--- src/hw/rtl/mpme_pkg.sv ---
// Package with constants, operation codes and control structs of the polynomial evaluator.
`default_nettype none

package mpme_pkg;

  // Problem size and field modulus.
  localparam int unsigned NUM_COEFFS = 1024;
  localparam int unsigned NUM_POINTS = 16;
  localparam int unsigned WARPS      = 32;
  localparam logic [31:0] MODULUS    = 32'd4194304001;

  // Derived widths.
  localparam int unsigned CNT_W   = (NUM_COEFFS > 1) ? $clog2(NUM_COEFFS) : 1;
  localparam int unsigned PT_W    = (NUM_POINTS > 1) ? $clog2(NUM_POINTS) : 1;
  localparam int unsigned WARPS_W = (WARPS > 1) ? $clog2(WARPS) : 1;
  localparam int unsigned LANE_W  = 5;
  localparam int unsigned CMP_W   = ((WARPS_W > LANE_W) ? WARPS_W : LANE_W) + 1;
  localparam int unsigned IDX_W   = 3;
  localparam int unsigned CFG_W   = 32;
  localparam int unsigned POINT_W = 4;

  // Barrett constant floor(2^64 / MODULUS), worked out at elaboration.
  localparam logic [64:0] MU_FULL = (65'd1 << 64) / {33'd0, MODULUS};
  localparam logic [32:0] MU      = MU_FULL[32:0];

  // The fold multiplier 0x01000193 is 2^24 plus 0x193.
  localparam int unsigned FOLD_SHIFT = 24;
  localparam logic [63:0] FOLD_LOW   = 64'h193;

  // Configuration register indexes.
  localparam logic [IDX_W-1:0] CFG_COEF_A      = 3'd0;
  localparam logic [IDX_W-1:0] CFG_COEF_B      = 3'd1;
  localparam logic [IDX_W-1:0] CFG_COEF_C      = 3'd2;
  localparam logic [IDX_W-1:0] CFG_ROOT_W      = 3'd3;
  localparam logic [IDX_W-1:0] CFG_LANE_OFFSET = 3'd4;

  // Operations of the shared multiply-reduce unit.
  typedef enum logic [3:0] {
    OP_W2,
    OP_PW,
    OP_PW2,
    OP_SW,
    OP_SW2,
    OP_XB,
    OP_XA,
    OP_HOR,
    OP_NP1,
    OP_NP2
  } mul_op_e;

  // Commands from the controller to the datapath.
  typedef struct packed {
    logic               wr_en;
    logic [CNT_W-1:0]   addr;
    logic               mul_start;
    mul_op_e            mul_op;
    logic               init_set;
    logic               init_acc;
    logic               emit;
    logic [POINT_W-1:0] point;
    logic               last;
  } ctrl_cmd_t;

  // Status from the datapath to the controller.
  typedef struct packed {
    logic              mul_done;
    logic              out_free;
    logic [LANE_W-1:0] lane;
  } ctrl_sts_t;

endpackage

`default_nettype wire

--- src/hw/rtl/mpme_ctrl.sv ---
// Controller: sequences loading, power setup, point formula, Horner steps and result emission.
`default_nettype none

module mpme_ctrl
  import mpme_pkg::*;
(
  input  wire logic      clk_i,
  input  wire logic      rst_ni,
  input  wire logic      in_valid_i,
  output logic           in_ready_o,
  input  wire ctrl_sts_t sts_i,
  output ctrl_cmd_t      cmd_o
);

  localparam logic [3:0] S_LOAD  = 4'd0;
  localparam logic [3:0] S_W2    = 4'd1;
  localparam logic [3:0] S_PW    = 4'd2;
  localparam logic [3:0] S_PW2   = 4'd3;
  localparam logic [3:0] S_SW    = 4'd4;
  localparam logic [3:0] S_SW2   = 4'd5;
  localparam logic [3:0] S_XB    = 4'd6;
  localparam logic [3:0] S_XA    = 4'd7;
  localparam logic [3:0] S_HINIT = 4'd8;
  localparam logic [3:0] S_HOR   = 4'd9;
  localparam logic [3:0] S_EMIT  = 4'd10;
  localparam logic [3:0] S_NP1   = 4'd11;
  localparam logic [3:0] S_NP2   = 4'd12;

  logic [3:0]         state_q, state_d;
  logic [CNT_W-1:0]   cnt_q, cnt_d;
  logic [WARPS_W-1:0] i_q, i_d;
  logic [PT_W-1:0]    k_q, k_d;
  logic               issued_q, issued_d;
  logic               hlast_q, hlast_d;
  logic [WARPS_W-1:0] i_nx;
  logic               in_fire;
  logic               run_mul;
  logic               mul_fin;

  assign i_nx    = i_q + 1'b1;
  // The input is ready exactly in the load state.
  assign in_fire = in_valid_i && (state_q == S_LOAD);

  // Shared issue-and-wait handshake of every multiply state.
  assign run_mul = (state_d == state_q) && 1'b0;
  assign mul_fin = issued_q && sts_i.mul_done;

  always_comb begin
    state_d    = state_q;
    cnt_d      = cnt_q;
    i_d        = i_q;
    k_d        = k_q;
    issued_d   = issued_q;
    hlast_d    = hlast_q;
    in_ready_o = 1'b0;

    cmd_o           = '0;
    cmd_o.mul_op    = OP_W2;
    cmd_o.addr      = cnt_q;
    cmd_o.point     = POINT_W'(k_q);
    cmd_o.last      = (k_q == PT_W'(NUM_POINTS - 1));

    // Multiply states issue once, then wait for the unit.
    if (state_q != S_LOAD && state_q != S_HINIT && state_q != S_EMIT && !issued_q) begin
      cmd_o.mul_start = 1'b1;
      issued_d        = 1'b1;
    end else if (mul_fin) begin
      issued_d = 1'b0;
    end

    unique case (state_q)
      S_LOAD: begin
        in_ready_o  = 1'b1;
        cmd_o.wr_en = in_fire;
        if (in_fire) begin
          if (cnt_q == CNT_W'(NUM_COEFFS - 1)) begin
            cnt_d          = '0;
            i_d            = '0;
            cmd_o.init_set = 1'b1;
            state_d        = S_W2;
          end else begin
            cnt_d = cnt_q + 1'b1;
          end
        end
      end
      S_W2: begin
        cmd_o.mul_op = OP_W2;
        if (mul_fin) begin
          state_d = (CMP_W'(sts_i.lane) > CMP_W'(i_q)) ? S_PW : S_SW;
        end
      end
      S_PW: begin
        cmd_o.mul_op = OP_PW;
        if (mul_fin) state_d = S_PW2;
      end
      S_PW2: begin
        cmd_o.mul_op = OP_PW2;
        if (mul_fin) state_d = S_SW;
      end
      S_SW: begin
        cmd_o.mul_op = OP_SW;
        if (mul_fin) state_d = S_SW2;
      end
      S_SW2: begin
        cmd_o.mul_op = OP_SW2;
        if (mul_fin) begin
          if (i_q == WARPS_W'(WARPS - 1)) begin
            k_d     = '0;
            state_d = S_XB;
          end else begin
            i_d     = i_nx;
            state_d = (CMP_W'(sts_i.lane) > CMP_W'(i_nx)) ? S_PW : S_SW;
          end
        end
      end
      S_XB: begin
        cmd_o.mul_op = OP_XB;
        if (mul_fin) state_d = S_XA;
      end
      S_XA: begin
        cmd_o.mul_op = OP_XA;
        if (mul_fin) begin
          cnt_d          = CNT_W'(NUM_COEFFS - 1);
          cmd_o.init_acc = 1'b1;
          state_d        = S_HINIT;
        end
      end
      S_HINIT: begin
        // Wait state for the registered memory read of the top coefficient.
        state_d = S_HOR;
      end
      S_HOR: begin
        cmd_o.mul_op = OP_HOR;
        // The next address is issued while the unit works.
        if (cmd_o.mul_start) begin
          hlast_d = (cnt_q == '0);
          if (cnt_q != '0) cnt_d = cnt_q - 1'b1;
        end
        if (mul_fin && hlast_q) state_d = S_EMIT;
      end
      S_EMIT: begin
        if (sts_i.out_free) begin
          cmd_o.emit = 1'b1;
          state_d    = cmd_o.last ? S_LOAD : S_NP1;
        end
      end
      S_NP1: begin
        cmd_o.mul_op = OP_NP1;
        if (mul_fin) state_d = S_NP2;
      end
      S_NP2: begin
        cmd_o.mul_op = OP_NP2;
        if (mul_fin) begin
          k_d     = k_q + 1'b1;
          state_d = S_XB;
        end
      end
      default: begin
        state_d  = S_LOAD;
        issued_d = 1'b0;
      end
    endcase
  end

  always_ff @(posedge clk_i or negedge rst_ni) begin
    if (!rst_ni) begin
      state_q  <= S_LOAD;
      cnt_q    <= '0;
      i_q      <= '0;
      k_q      <= '0;
      issued_q <= 1'b0;
      hlast_q  <= 1'b0;
    end else begin
      state_q  <= state_d;
      cnt_q    <= cnt_d;
      i_q      <= i_d;
      k_q      <= k_d;
      issued_q <= issued_d || run_mul;
      hlast_q  <= hlast_d;
    end
  end

endmodule

`default_nettype wire
--- config.mk ---
export PLATFORM = sky130hd
export DESIGN_NAME = mpme_ctrl
export DESIGN_NICKNAME = d
export VERILOG_FILES = /design/src/hw/rtl/mpme_pkg.sv /design/src/hw/rtl/mpme_ctrl.sv
export SDC_FILE = /design/constraint.sdc
export NUM_CORES = 1
export LEC_CHECK = 0
export BUFFER_PORTS_ARGS = -buffer_cell sky130_fd_sc_hd__buf_2
export CAP_MARGIN = 30
export CORE_MARGIN = 2
export CORE_UTILIZATION = 59
export DETAILED_ROUTE_END_ITERATION = 8
export PLACE_DENSITY_LB_ADDON = 0.05
export SLEW_MARGIN = 20
export SYNTH_ARGS = -nofsm -noshare
export SYNTH_HDL_FRONTEND = slang
export SYNTH_SLANG_ARGS = --single-unit
--- constraint.sdc ---
create_clock -name clk_i -period 7.1 [get_ports clk_i]
set_input_delay 0.355 -clock clk_i [delete_from_list [all_inputs] [get_ports clk_i]]
set_output_delay 0.355 -clock clk_i [all_outputs]
set_load 0.03 [all_outputs]
==> reports/results.ini <==
[detailed_routing]
wl_met2_um=2620
wl_met1_um=2800
dr_wl_met3_um=427
routed.top_layer=met4
dr.pass1.iters=5
wirelength_um=5920
vias_per_cell=6.60
wl_per_cell_um=16.5
drc=0
postRouteAntennaNets=0
num_vias=2377
drt_iter0_drc=262

[timing]
tightest_slew_ns=0.884
slew_headroom=0.411
tns_ns=0
hold_viol=0
drv_slew=0
rsz0062_at_grt=no
setup_viol=0
fin_crit_sh=0.398
post-route-min-period_ns=2.82
fmax_mhz=354
fin_skew_ns=0.00954

[clock_network]
htree_levels=1
clkLatencyLatePin_ns=0.28
cts_root_buf=clkbuf_8
postCtsSetupRepairBufs=0
max-clock-path-buffers=2
ctsResizeCount=0
path_clk_slew_ns=0.10
cts_tree=yes
cts_hold_buf=0
cts_inserted_buffers=3
cts_sinks=25

[synthesis]
synth_edf_count=0
synth.top_cell.area_share=0.263
ys_seq_elements=25
synth_cell_types=68
ys_top_cells_by_area=dfrtp_1 26%, ha_1 8.4%, nand2_1 4.3%
synth_nets=324
ys_seq_area_frac=0.263
synth_top_area_cell=dfrtp_1
ys_warn_count=0
synth_cells=298
synthArstFlopShare=1.00
synth_area_um2=2380
synth_ff_type=dfrtp_1
avgSynthCellArea_um2=7.99
synthTopCellsByCount=27 x nand2_1, 25 x dfrtp_1, 21 x nor2_1
synth.most_common_cell=nand2_1

[setup_path]
ff2ff_setup_slack_ns=4.28
path_max_fanout=32
cp.arrival_ns=3.00
start_kind=flip-flop
critPathKind=flip-flop to flip-flop
end_kind=flip-flop
cp.required_ns=7.28

[global_routing]
grt_util_all_layers=0.290
grt_pass1_wl_um=10200
gr-total-overflow=0
grt_pass1_vias=2147
grt_max_degree=33
antenna_found_initial=0

[cells_and_area]
antenna_cells=0
drive_gt1_frac=0.174
layout.nets=337
synthToLayoutAreaGrowth_pct=6.26
post-route-util=0.641

[hold_path]
holdCritPathClass=input pin to asynchronous set/reset pin

[floorplanning]
rows=23
die-area_um2=4560
die_width_um=67.5
core_area_um2=3940
start_util=0.604
die_h_um=67.5
io_pins=35

[run_status]
outcome=complete, no violations

[run]
drv_cap=0

[placed_design]
port_buffers=34
dp_hpwl_um=4220
place.gp.congestion=0.876

[power_and_ir_drop]
p_per_area_nw_per_um2=442
power.leakage_uw=0.00116
ir_worst_vdd_uv=282

## sequential cells by signal, summed over array words and instances, names as in the netlist
| register | flops |
|---|---|
| hlast_q | 1 |
| state_q | 4 |
| k_q | 4 |
| i_q | 5 |
| cnt_q | 10 |
| issued_q | 1 |
## metal layers
| layer | track usage | vias up |
|---|---|---|
| met1 | 0.441 | 1144 |
| met3 | 0.0367 | 10 |
| li1 | - | 1131 |
| met4 | 0.0765 | 0 |
| met2 | 0.428 | 92 |
| met5 | 0 | - |
## area by class of cell
type | count | area (um2)
multi-input combinational | 229 | 1560
fill | 383 | 1410
sequential | 25 | 626
tap | 50 | 62.6
inverter | 18 | 67.6
timing repair buffer | 34 | 170
clock buffer | 3 | 41.3
clock inverter | 1 | 5.00
## critical path, cell delays in order, from the launching register on
cell and delay [ns]:
dfrtp_1 0.94, nand4bb_1 0.70, nor3_1 0.60, nor3_1 0.21
a211oi_1 0.27
## worst paths after layout
| path | start | end | cells after the start |
|---|---|---|---|
| max | state_q[0]$_DFFE_PN0P_ | cnt_q[7]$_DFFE_PN0P_ | 4 |
| min | rst_ni | i_q[1]$_DFFE_PN0P_ | 1 |
| max reg2reg | state_q[0]$_DFFE_PN0P_ | cnt_q[7]$_DFFE_PN0P_ | 4 |
| min reg2reg | hlast_q$_DFFE_PN0P_ | hlast_q$_DFFE_PN0P_ | 2 |
| max in group asynchronous | rst_ni | i_q[0]$_DFFE_PN0P_ | 1 |
| min in group clk_i | hlast_q$_DFFE_PN0P_ | hlast_q$_DFFE_PN0P_ | 2 |
## cell usage in the layout, fill, tap and decap left out, drive strengths merged, types with 4 or more instances in the layout
master and count:
dfrtp 25, inv 18, o21ai 21, nor3 6, nand3 12, nand2 27
nor2 22, a211oi 7, nor4 7, a2bb2oi 4, a21oi 16, ha 16
buf 34, nand4 8, and3 5, a21o 4, mux2 4
## power by group
part / total (uW) / switching, uW / internal [uW] / leakage, uW
registers: 345 / 150 / 194 / 0.000295
clock network: 89.5 / 50.1 / 39.4 / 0.0000255
logic: 684 / 400 / 284 / 0.000844
total: 1120 / 600 / 518 / 0.00116
## metrics by stage
stage	area [um2]	setup slack [ns]	cells	total power [uW]	hold slack (ns)
global route	2530	3.87	360	1220	0.130
detailed placement	2480	4.37	356	1020	0.406
CTS	2530	4.34	360	1120	0.0944
floorplan	2380	4.13	298	883	0.0594
finish	2530	4.28	360	1120	0.0707
global placement	2480	4.46	356	1010	0.402
## kinds of logic after synthesis
group / Yosys count / synth area share
flip-flops: 25 / 0.263
AND/OR/NAND/NOR: 121 / 0.290
XOR/XNOR: 5 / 0.0184
AO/OA/AOI/OAI: 83 / 0.242
adder cells (fa/ha/maj): 16 / 0.0841
multiplexers: 4 / 0.0189
buffers and inverters: 44 / 0.0831
(Power assumes the default switching activity.)
